===== src/hdl/modexp_pkg.sv =====
// shared types and constants for the modular exponentiation core
`timescale 1ns / 1ps

package modexp_pkg;

  localparam int BASE_W  = 30;
  localparam int EXP_W   = 31;
  localparam int POWER_W = 30;

  // number of exponent bits scanned from bit 0 upward
  localparam int EXP_BITS = 31;

  localparam logic [EXP_W-1:0] EXP_MASK =
    (EXP_BITS >= EXP_W) ? {EXP_W{1'b1}} : EXP_W'((64'd1 << EXP_BITS) - 64'd1);

  localparam logic [29:0] MODULUS = 30'd1000000009;

  // barrett constant floor(2^60 / modulus)
  localparam logic [63:0] BARRETT_MU_WIDE = (64'd1 << 60) / 64'd1000000009;
  localparam logic [30:0] BARRETT_MU      = BARRETT_MU_WIDE[30:0];

  localparam logic [31:0] MOD_X1 = {2'b00, MODULUS};
  localparam logic [31:0] MOD_X2 = {1'b0, MODULUS, 1'b0};

  typedef enum logic [2:0] {
    MX_IDLE,
    MX_NEXT,
    MX_MUL,
    MX_SQR,
    MX_OUT
  } mx_state_e;

  typedef enum logic [2:0] {
    MM_IDLE,
    MM_MU,
    MM_QM,
    MM_RED,
    MM_DONE
  } mm_state_e;

endpackage


===== src/hdl/modexp_mulmod.sv =====
// modular multiplier: one shared 31x31 multiplier, stepwise barrett reduction
`timescale 1ns / 1ps

module modexp_mulmod
  import modexp_pkg::*;
(
  input  logic               clk_i,
  input  logic               rst_ni,
  input  logic               start_i,
  input  logic [29:0]        a_i,
  input  logic [29:0]        b_i,
  output logic               done_o,
  output logic [POWER_W-1:0] result_o
);

  mm_state_e state_q, state_d;

  logic [30:0] mul_a, mul_b;
  logic [61:0] prod_d, prod_q;
  logic [31:0] x_q;
  logic [31:0] rem;
  logic [29:0] result_d, result_q;

  // next state
  always_comb begin
    state_d = state_q;
    unique case (state_q)
      MM_IDLE: if (start_i) state_d = MM_MU;
      MM_MU:   state_d = MM_QM;
      MM_QM:   state_d = MM_RED;
      MM_RED:  state_d = MM_DONE;
      MM_DONE: state_d = MM_IDLE;
      default: state_d = MM_IDLE;
    endcase
  end

  // operand select and outputs
  always_comb begin
    mul_a  = '0;
    mul_b  = '0;
    done_o = 1'b0;
    unique case (state_q)
      MM_IDLE: begin
        mul_a = {1'b0, a_i};
        mul_b = {1'b0, b_i};
      end
      MM_MU: begin
        mul_a = prod_q[59:29];
        mul_b = BARRETT_MU;
      end
      MM_QM: begin
        mul_a = prod_q[61:31];
        mul_b = {1'b0, MODULUS};
      end
      MM_RED:  ;
      MM_DONE: done_o = 1'b1;
      default: ;
    endcase
  end

  assign prod_d = 62'(mul_a) * 62'(mul_b);

  // remainder is below three times the modulus
  assign rem = x_q - prod_q[31:0];

  always_comb begin
    priority if (rem >= MOD_X2) begin
      result_d = 30'(rem - MOD_X2);
    end else if (rem >= MOD_X1) begin
      result_d = 30'(rem - MOD_X1);
    end else begin
      result_d = rem[29:0];
    end
  end

  assign result_o = result_q;

  always_ff @(posedge clk_i or negedge rst_ni) begin
    if (!rst_ni) begin
      state_q <= MM_IDLE;
    end else begin
      state_q <= state_d;
    end
  end

  always_ff @(posedge clk_i) begin
    prod_q <= prod_d;
    if (state_q == MM_MU) begin
      x_q <= prod_q[31:0];
    end
    if (state_q == MM_RED) begin
      result_q <= result_d;
    end
  end

endmodule


===== src/hdl/modular_exponentiation_core.sv =====
// modular exponentiation core: right-to-left square and multiply modulo 1000000009
// a zero exponent goes straight to output; else one modular multiply is done for
//   each set exponent bit and one square for each bit below the top set bit
// one item at a time, taken only in idle; every modular multiply runs on the
//   single shared multiplier of modexp_mulmod
// reset: asynchronous active low, returns to idle with no result pending
`timescale 1ns / 1ps

module modular_exponentiation_core
  import modexp_pkg::*;
(
  input  logic        clk_i,
  input  logic        rst_ni,
  input  logic        s_axis_tvalid,
  output logic        s_axis_tready,
  input  logic [63:0] s_axis_tdata,   // base [29:0], exponent [60:30], zero [63:61]
  output logic        m_axis_tvalid,
  input  logic        m_axis_tready,
  output logic [31:0] m_axis_tdata    // power [29:0], zero [31:30]
);

  mx_state_e state_q, state_d;

  logic [BASE_W-1:0]  in_base;
  logic [EXP_W-1:0]   in_exp;
  logic [29:0]        base_red;

  logic [29:0]        acc_q, acc_d;
  logic [29:0]        res_q, res_d;
  logic [EXP_W-1:0]   exp_q, exp_d;
  logic               out_valid_q, out_valid_d;
  logic [POWER_W-1:0] out_data_q, out_data_d;

  logic               mm_start;
  logic [29:0]        mm_a, mm_b;
  logic               mm_done;
  logic [POWER_W-1:0] mm_result;

  logic               in_req;
  logic               out_free;

  assign in_base  = s_axis_tdata[29:0];
  assign in_exp   = s_axis_tdata[60:30];
  assign base_red = (in_base >= MODULUS) ? 30'(in_base - MODULUS) : in_base;

  assign in_req   = s_axis_tvalid && s_axis_tready;
  assign out_free = !out_valid_q || m_axis_tready;

  modexp_mulmod u_mulmod (
    .clk_i    (clk_i),
    .rst_ni   (rst_ni),
    .start_i  (mm_start),
    .a_i      (mm_a),
    .b_i      (mm_b),
    .done_o   (mm_done),
    .result_o (mm_result)
  );

  // next state
  always_comb begin
    state_d = state_q;
    unique case (state_q)
      MX_IDLE: if (in_req) state_d = MX_NEXT;
      MX_NEXT: begin
        priority if (exp_q == '0) begin
          state_d = MX_OUT;
        end else if (exp_q[0]) begin
          state_d = MX_MUL;
        end else begin
          state_d = MX_SQR;
        end
      end
      MX_MUL:  if (mm_done) state_d = MX_NEXT;
      MX_SQR:  if (mm_done) state_d = MX_NEXT;
      MX_OUT:  if (out_free) state_d = MX_IDLE;
      default: state_d = MX_IDLE;
    endcase
  end

  // outputs to the handshake and the multiplier
  always_comb begin
    s_axis_tready = 1'b0;
    mm_start      = 1'b0;
    mm_a          = acc_q;
    mm_b          = acc_q;
    unique case (state_q)
      MX_IDLE: s_axis_tready = 1'b1;
      MX_NEXT: begin
        if (exp_q != '0) begin
          mm_start = 1'b1;
          if (exp_q[0]) begin
            mm_a = res_q;
          end
        end
      end
      MX_MUL:  ;
      MX_SQR:  ;
      MX_OUT:  ;
      default: ;
    endcase
  end

  // datapath
  always_comb begin
    acc_d       = acc_q;
    res_d       = res_q;
    exp_d       = exp_q;
    out_valid_d = out_valid_q && !m_axis_tready;
    out_data_d  = out_data_q;
    unique case (state_q)
      MX_IDLE: begin
        if (in_req) begin
          acc_d = base_red;
          res_d = 30'd1;
          exp_d = in_exp & EXP_MASK;
        end
      end
      MX_NEXT: ;
      MX_MUL: begin
        if (mm_done) begin
          res_d    = mm_result;
          exp_d[0] = 1'b0;
        end
      end
      MX_SQR: begin
        if (mm_done) begin
          acc_d = mm_result;
          exp_d = exp_q >> 1;
        end
      end
      MX_OUT: begin
        if (out_free) begin
          out_valid_d = 1'b1;
          out_data_d  = res_q;
        end
      end
      default: ;
    endcase
  end

  assign m_axis_tvalid = out_valid_q;
  assign m_axis_tdata  = {2'b00, out_data_q};

  always_ff @(posedge clk_i or negedge rst_ni) begin
    if (!rst_ni) begin
      state_q     <= MX_IDLE;
      out_valid_q <= 1'b0;
    end else begin
      state_q     <= state_d;
      out_valid_q <= out_valid_d;
    end
  end

  always_ff @(posedge clk_i) begin
    acc_q      <= acc_d;
    res_q      <= res_d;
    exp_q      <= exp_d;
    out_data_q <= out_data_d;
  end

endmodule


===== config.mk =====
export PLATFORM = sky130hd
export DESIGN_NAME = modular_exponentiation_core
export DESIGN_NICKNAME = d
export VERILOG_FILES = /design/src/hdl/modexp_pkg.sv /design/src/hdl/modexp_mulmod.sv /design/src/hdl/modular_exponentiation_core.sv
export SDC_FILE = /design/constraint.sdc
export NUM_CORES = 2
export LEC_CHECK = 0
export ABC_AREA = 1
export BUFFER_PORTS_ARGS = -buffer_cell sky130_fd_sc_hd__buf_2
export CAP_MARGIN = 5
export CORE_MARGIN = 1
export CORE_UTILIZATION = 25
export CTS_CLUSTER_DIAMETER = 30
export DETAILED_ROUTE_END_ITERATION = 7
export PLACE_DENSITY_LB_ADDON = 0.25
export SYNTH_ARGS = -nofsm -noshare
export SYNTH_HDL_FRONTEND = slang
export SYNTH_SLANG_ARGS = --single-unit

===== constraint.sdc =====
create_clock -name clk_i -period 8.82 [get_ports clk_i]
set_input_delay 0.882 -clock clk_i [delete_from_list [all_inputs] [get_ports clk_i]]
set_output_delay 0.882 -clock clk_i [all_outputs]
set_load 0.01 [all_outputs]

Word-level counts from Yosys, hierarchy flattened
Cells that the tools add are included.
{"block": "classes", "add_sub_neg": 4, "multipliers": 1, "magnitude_cmp": 3, "eq_ne": 14, "n_mux": 32, "n_reduce_logical": 18}
{"op": "$mux 30", "count": 9}
{"op": "$pmux 31 s3", "count": 2}
{"op": "$pmux 30 s2", "count": 3}
{"op": "$sub 30x30->30 const B", "count": 3}
{"op": "$mul 31x31->62", "count": 1}
{"op": "$mux 31", "count": 2}
{"op": "$ge 32x30->1 const B", "count": 1}
{"op": "$ge 32x31->1 const B", "count": 1}
{"op": "$sub 32x32->32", "count": 1}
{"op": "$logic_not 31->1", "count": 1}
{"op": "$reduce_bool 31->1", "count": 1}
{"op": "$ge 30x30->1 const B", "count": 1}
{"op": "$pmux 3 s4", "count": 2}
{"op": "$mux 3", "count": 5}
{"op": "$eq 3x2->1 const B", "count": 4}
{"op": "$ne 2x2->1 const B", "count": 5}
{"op": "$reduce_and 3->1", "count": 3}
{"op": "$mux 1", "count": 8}
{"op": "$eq 3x1->1 const B", "count": 2}
{"op": "$eq 3x3->1 const B", "count": 2}
{"op": "$logic_not 3->1", "count": 2}
{"op": "$reduce_and 4->1", "count": 1}
{"op": "$reduce_bool 2->1", "count": 2}
{"op": "$pmux 1 s3", "count": 1}
{"op": "other kinds (7)", "count": 9}
{"block": "totals", "regBits": 252, "input_bits": 68, "output_inout_bits": 34, "wordCells": 83}

Depth between registers and ports, before layout
{"block": "depth", "word_depth": 5, "ltp_mapped": 42, "mapped_depth_nobuf": 40}

Hierarchy
A second synthesis with hierarchy kept.
{"block": "unflattened", "hier_cells": 6333, "hier_area_um2": 48047.3}
{"mod": "modexp_mulmod", "n_inst": 1, "cells_per_inst": 5481, "area_per_inst_um2": 41094.4, "seq_area_each_um2": 3178.0}
{"mod": "modular_exponentiation_core", "n_inst": 1, "cells_per_inst": 852, "area_per_inst_um2": 6952.9, "seq_area_each_um2": 3733.6}

Worst setup path after synthesis
No wires, ideal clock.
{"block": "synth_timing", "path_type": "flip-flop to flip-flop", "start": "reg u_mulmod.state_q[1]", "end": "reg u_mulmod.prod_q[54]", "setup_ns": 0.138, "arrival_ns": 8.034, "required_ns": 8.682, "setup_slack_ns": 0.647, "stages_incl_launch_ff": 35, "n_path_buf": 3, "period_less_slack_ns": 8.173, "path_cell_list": "dfrtp_1 -> nor2_1 -> nand2_1 -> inv_1 -> buf_2 -> nand2_1 -> nand2_1 -> inv_1 -> nand2_1 -> buf_2 -> buf_1 -> nand2_1 -> fa_1 -> inv_1 -> fa_1 -> inv_1 -> fa_1 -> inv_1 -> fa_1 -> fa_1 -> inv_1 -> fa_1 -> fa_1 -> fa_1 -> inv_1 -> ha_1 -> nand2_1 -> nor2_1 -> inv_1 -> nor4_1 -> nand3_1 -> nand3_1 -> nand4_1 -> o311ai_0 -> xor2_1"}
{"block": "synth_via", "elab_chain_cells": 3, "elab_cells_between_ends": 6, "classes_between": "mul (1); eq/ne (2); mux (2); reduce/logical (1)"}
{"element": "from (decl)", "line_no": "modexp_mulmod.sv:16", "source": "mm_state_e state_q, state_d;"}
{"element": "from (signal assigned)", "line_no": "modexp_mulmod.sv:82", "source": "state_q <= state_d;"}
{"element": "$eq 3x2->1 (tied with other cells)", "line_no": "modexp_mulmod.sv:42", "source": "unique case (state_q)"}
{"element": "$pmux 31 s3", "line_no": "modexp_mulmod.sv:42"}
{"element": "$mul 31x31->62 *", "line_no": "modexp_mulmod.sv:61", "source": "assign prod_d = 62'(mul_a) * 62'(mul_b);"}
{"element": "via u_mulmod.prod_d[54]", "line_no": "modexp_mulmod.sv:19", "source": "logic [61:0] prod_d, prod_q;"}
{"element": "to (signal assigned)", "line_no": "modexp_mulmod.sv:87", "source": "prod_q <= prod_d;"}
{"element": "to (decl)", "line_no": "modexp_mulmod.sv:19"}
Mark *: on every way through the listed nets, which the timed path passes. The rest lies on a longest branch.
A chain may end at the register's enable or synchronous reset.

Worst setup path after layout
{"block": "layout_timing", "start": "reg exp_q[5]", "end": "reg u_mulmod.prod_q[57]"}
{"block": "layout_via", "elab_chain_cells": 5}
{"element": "from (decl)", "line_no": "modular_exponentiation_core.sv:30", "source": "logic [EXP_W-1:0] exp_q, exp_d;"}
{"element": "from (signal assigned)", "line_no": "modular_exponentiation_core.sv:157", "source": "exp_q <= exp_d;"}
{"element": "$reduce_bool 31->1", "line_no": "modular_exponentiation_core.sv:89", "source": "if (exp_q != '0) begin"}
{"element": "$mux 30", "line_no": "modular_exponentiation_core.sv:89"}
{"element": "$mux 30", "line_no": "modular_exponentiation_core.sv:86", "source": "unique case (state_q)"}
{"element": "$pmux 31 s3", "line_no": "modexp_mulmod.sv:42"}
{"element": "$mul 31x31->62", "line_no": "modexp_mulmod.sv:61"}
{"element": "via u_mulmod.prod_d[57]", "line_no": "modexp_mulmod.sv:19"}
The timed path passes the listed nets, and every way through them passes these cells.

==> out/results.tsv <==
stage	metric	value	unit
sta	finalCriticalPeriod	8780	ps
detailed_routing	vias	39000	
final_layout	area_growth	24.6	%
floorplan	dieArea	184000	um^2
final_layout	finalNetCount	7441	
placement	placed_area	52800	um^2
cts	cts_made_buffers	53	
floorplan	die_x	429	um
worst_hold_path	hp-class	input pin to async pin	
global_route	grt_max_degree	73	
floorplan	row_count	156	
detailed_routing	viasPerCell	4.50	
global_route	grt_pass1_wl	264000	um
synthesis	synth-seq-cells	252	
floorplan	ios	102	
detailed_routing	drt-pass1-iter-count	5	
global_route	antenna_found_initial	0	
synthesis	synth_edf_count	183	
final_layout	stdcell_area	56700	um^2
detailed_routing	drc	0	
placement	portBuffers	96	
placement	hpwl	147000	um
floorplan	die_h	429	um
sta	relSlewSlack	0.259	
synthesis	yosysTopAreaCell	fa_1	
final_layout	multi_input_area	34300	um^2
floorplan	core	181000	um^2
final_layout	register_area	6910	um^2
global_route	grt_pass1_vias	40700	
synthesis	synth_ff_type	edfxtp_1	
floorplan	start_util	0.252	
status	outcome	complete, no violations	
sta	setup_viol	0	
cts	cts_hold_buf	0	
cts	root_buffer	clkbuf_16	
detailed_routing	wl_per_cell	20.5	um
sta	drv_slew	0	
cts	cts_tree	built	
detailed_routing	wirelength	177000	um
global_route	track_usage	0.192	
detailed_routing	postRouteAntennaNets	0	
final_layout	layout-drive-gt1-share	0.185	
synthesis	synth_area_per_cell	8.01	um^2
cts	path_clk_slew	60	ps
synthesis	synth_cell_types	59	
final_layout	nFillCells	19500	
cts	htreeDepth	2	
synthesis	synth_area	45500	um^2
critical_path	cp_common_cell	fa_1	
sta	rsz0062_at_grt	true	
cts	clock_latency	610	ps
critical_path	critical-path-max-stage-delay	650	ps
cts	cts.path.max_buffers	3	
sta	fin_skew	31.5	ps
sta	final.period_utilization	0.995	
placement	routabilityCongestion	0.943	
synthesis	yosys-top-cells-area	fa_1, edfxtp_1, nand2_1, inv_1, ha_1	
critical_path	cp-start-kind	flip-flop	
cts	cts_sinks	252	
sta	hold_viol	0	
critical_path	cp.required	9270	ps
global_route	grt_overflow_total	0	
synthesis	yosysWarnings	0	
synthesis	synth_top_cell_area_share	0.369	
detailed_routing	drt_iter0_drc	2925	
synthesis	ys_seq_area_frac	0.152	
critical_path	path_max_fanout	6	
critical_path	worst_path_max_delay_cell	fa_2	
run	cap_violations	0	
synthesis	async_reset_ff_frac	0.0278	
sta	fmax	0.114	GHz
sta	worst-slew-pin-transition	1110	ps
critical_path	arrival	9230	ps
synthesis	syn-instance-count	5680	
critical_path	crit_type	flip-flop to flip-flop	
critical_path	worst_setup_path_end_kind	flip-flop	
[logic make-up (layout without fill, tap and decap cells)]
group	count (synthesis)	after routing	share of synthesized area
AO/OA/AOI/OAI	396	396	0.0486
AND/OR/NAND/NOR	2301	2301	0.203
other	2	9	0.000165
adder cells (fa/ha/maj)	1131	1131	0.449
buffers and inverters	1477	2076	0.124
XOR/XNOR	121	121	0.0235
flip-flops	252	252	0.152
[critical path: cells and delay by family, from the launching register on]
family / cells / cell delay, ps
adder cells (fa/ha/maj): 9 / 4430
flip-flops: 1 / 410
AO/OA/AOI/OAI: 6 / 970
XOR/XNOR: 1 / 220
buffers and inverters: 12 / 1250
AND/OR/NAND/NOR: 8 / 1330
[registers in the layout, summed over array words and instances, names as in the netlist]
| signal | cells |
|---|---|
| u_mulmod.x_q | 32 |
| m_axis_tvalid | 1 |
| exp_q | 31 |
| state_q | 3 |
| out_data_q | 30 |
| u_mulmod.result_o | 30 |
| acc_q | 30 |
| u_mulmod.state_q | 3 |
| res_q | 30 |
| u_mulmod.prod_q | 62 |
[cell usage in the layout, fill, tap and decap left out, drive strengths merged, types with 3 or more instances in the layout]
| master | instances |
|---|---|
| xnor2 | 30 |
| nor4 | 13 |
| nand3 | 121 |
| o21bai | 10 |
| dfrtp | 7 |
| o22ai | 13 |
| nor3 | 26 |
| ha | 293 |
| nand4 | 27 |
| o211ai | 16 |
| dfxtp | 62 |
| o21a | 17 |
| clkinvlp | 8 |
| or2 | 10 |
| nand3b | 5 |
| bufinv | 3 |
| a31oi | 23 |
| conb | 8 |
| o21ai | 150 |
| xor2 | 91 |
| a21oi | 149 |
| a21o | 4 |
| clkbuf | 59 |
| nor2 | 758 |
| fa | 838 |
| and3 | 4 |
| nand2 | 1332 |
| a21boi | 4 |
| edfxtp | 183 |
| and2 | 4 |
| buf | 673 |
| clkinv | 44 |
| inv | 1289 |
[synthesized netlist by cell type, types with 3 or more instances]
library cell / number
dfxtp_1: 62
buf_6: 4
o21ai_1: 19
nand3b_1: 5
ha_1: 293
o21a_1: 17
edfxtp_1: 183
nand2_2: 35
nor2_2: 12
clkbuf_1: 146
nand2_1: 1296
o21ai_2: 4
clkinv_1: 29
nor2_4: 3
xnor2_1: 29
o22ai_1: 13
dfrtp_1: 7
buf_4: 3
o211ai_1: 16
nor4_1: 13
nand3_1: 109
o21bai_1: 10
xor2_1: 91
a21o_1: 4
buf_1: 3
and2_1: 4
inv_2: 20
nand3_2: 10
fa_1: 838
a31oi_1: 22
o21ai_0: 127
nand4_1: 27
buf_2: 19
nor3_1: 25
and3_1: 4
inv_1: 1250
or2_2: 9
a21oi_1: 148
nor2_1: 743
[cell type report]
cell class,count,share of cell area
timing repair buffer,678,0.102
clock inverter,44,0.00762
inverter,1300,0.0866
antenna,1,0.0000442
multi-input combinational,3957,0.606
clock buffer,54,0.0235
tap,2370,0.0523
sequential,252,0.122
[layer usage]
metal  track usage  wire [um]  vias up
met2         0.318      82700     1182
met5             0          0        -
met4        0.0414       4730        0
li1              -          -    18000
met3        0.0203      10200      191
met1         0.268      79600    19600
[worst paths after layout]
check                                             from                           to  slack (ps)  cells after the start
max                                 exp_q[5]$_DFFE_PP_  u_mulmod.prod_q[57]$_DFF_P_          40                     36
min reg2reg                u_mulmod.prod_q[30]$_DFF_P_   u_mulmod.x_q[30]$_DFFE_PN_         440                      0
max in group asynchronous                       rst_ni       state_q[1]$_DFFE_PN0P_        8500                      1
min                                             rst_ni      m_axis_tvalid$_DFF_PN0_         130                      1
min in group clk_i         u_mulmod.prod_q[30]$_DFF_P_   u_mulmod.x_q[30]$_DFFE_PN_         440                      0
max reg2reg                         exp_q[5]$_DFFE_PP_  u_mulmod.prod_q[57]$_DFF_P_          40                     36
[timing repair]
action / in CTS / in global routing
setup buffers: 16 / 36
cloned: 1 / 5
gates resized for setup: 114 / 283
pin swaps: 72 / 131
endpoints found under the setup margin: 39 / 39
[through the flow]
step	instances	worst slack (ps)	utilization	hold slack, ps	TNS (ps)
detailed placement	8502	-556	0.292	414	-10590
global route	8655	-265	0.314	112	-4150
CTS	8617	-33.2	0.305	88.4	-73.2
floorplan	5686	647	-	408	0
finish	8656	41.0	0.314	126	0
global placement	8502	-561	0.292	424	-10780
Power is not shown: default switching activity piles up to over one toggle a cycle in this logic, so the estimate is an artifact.
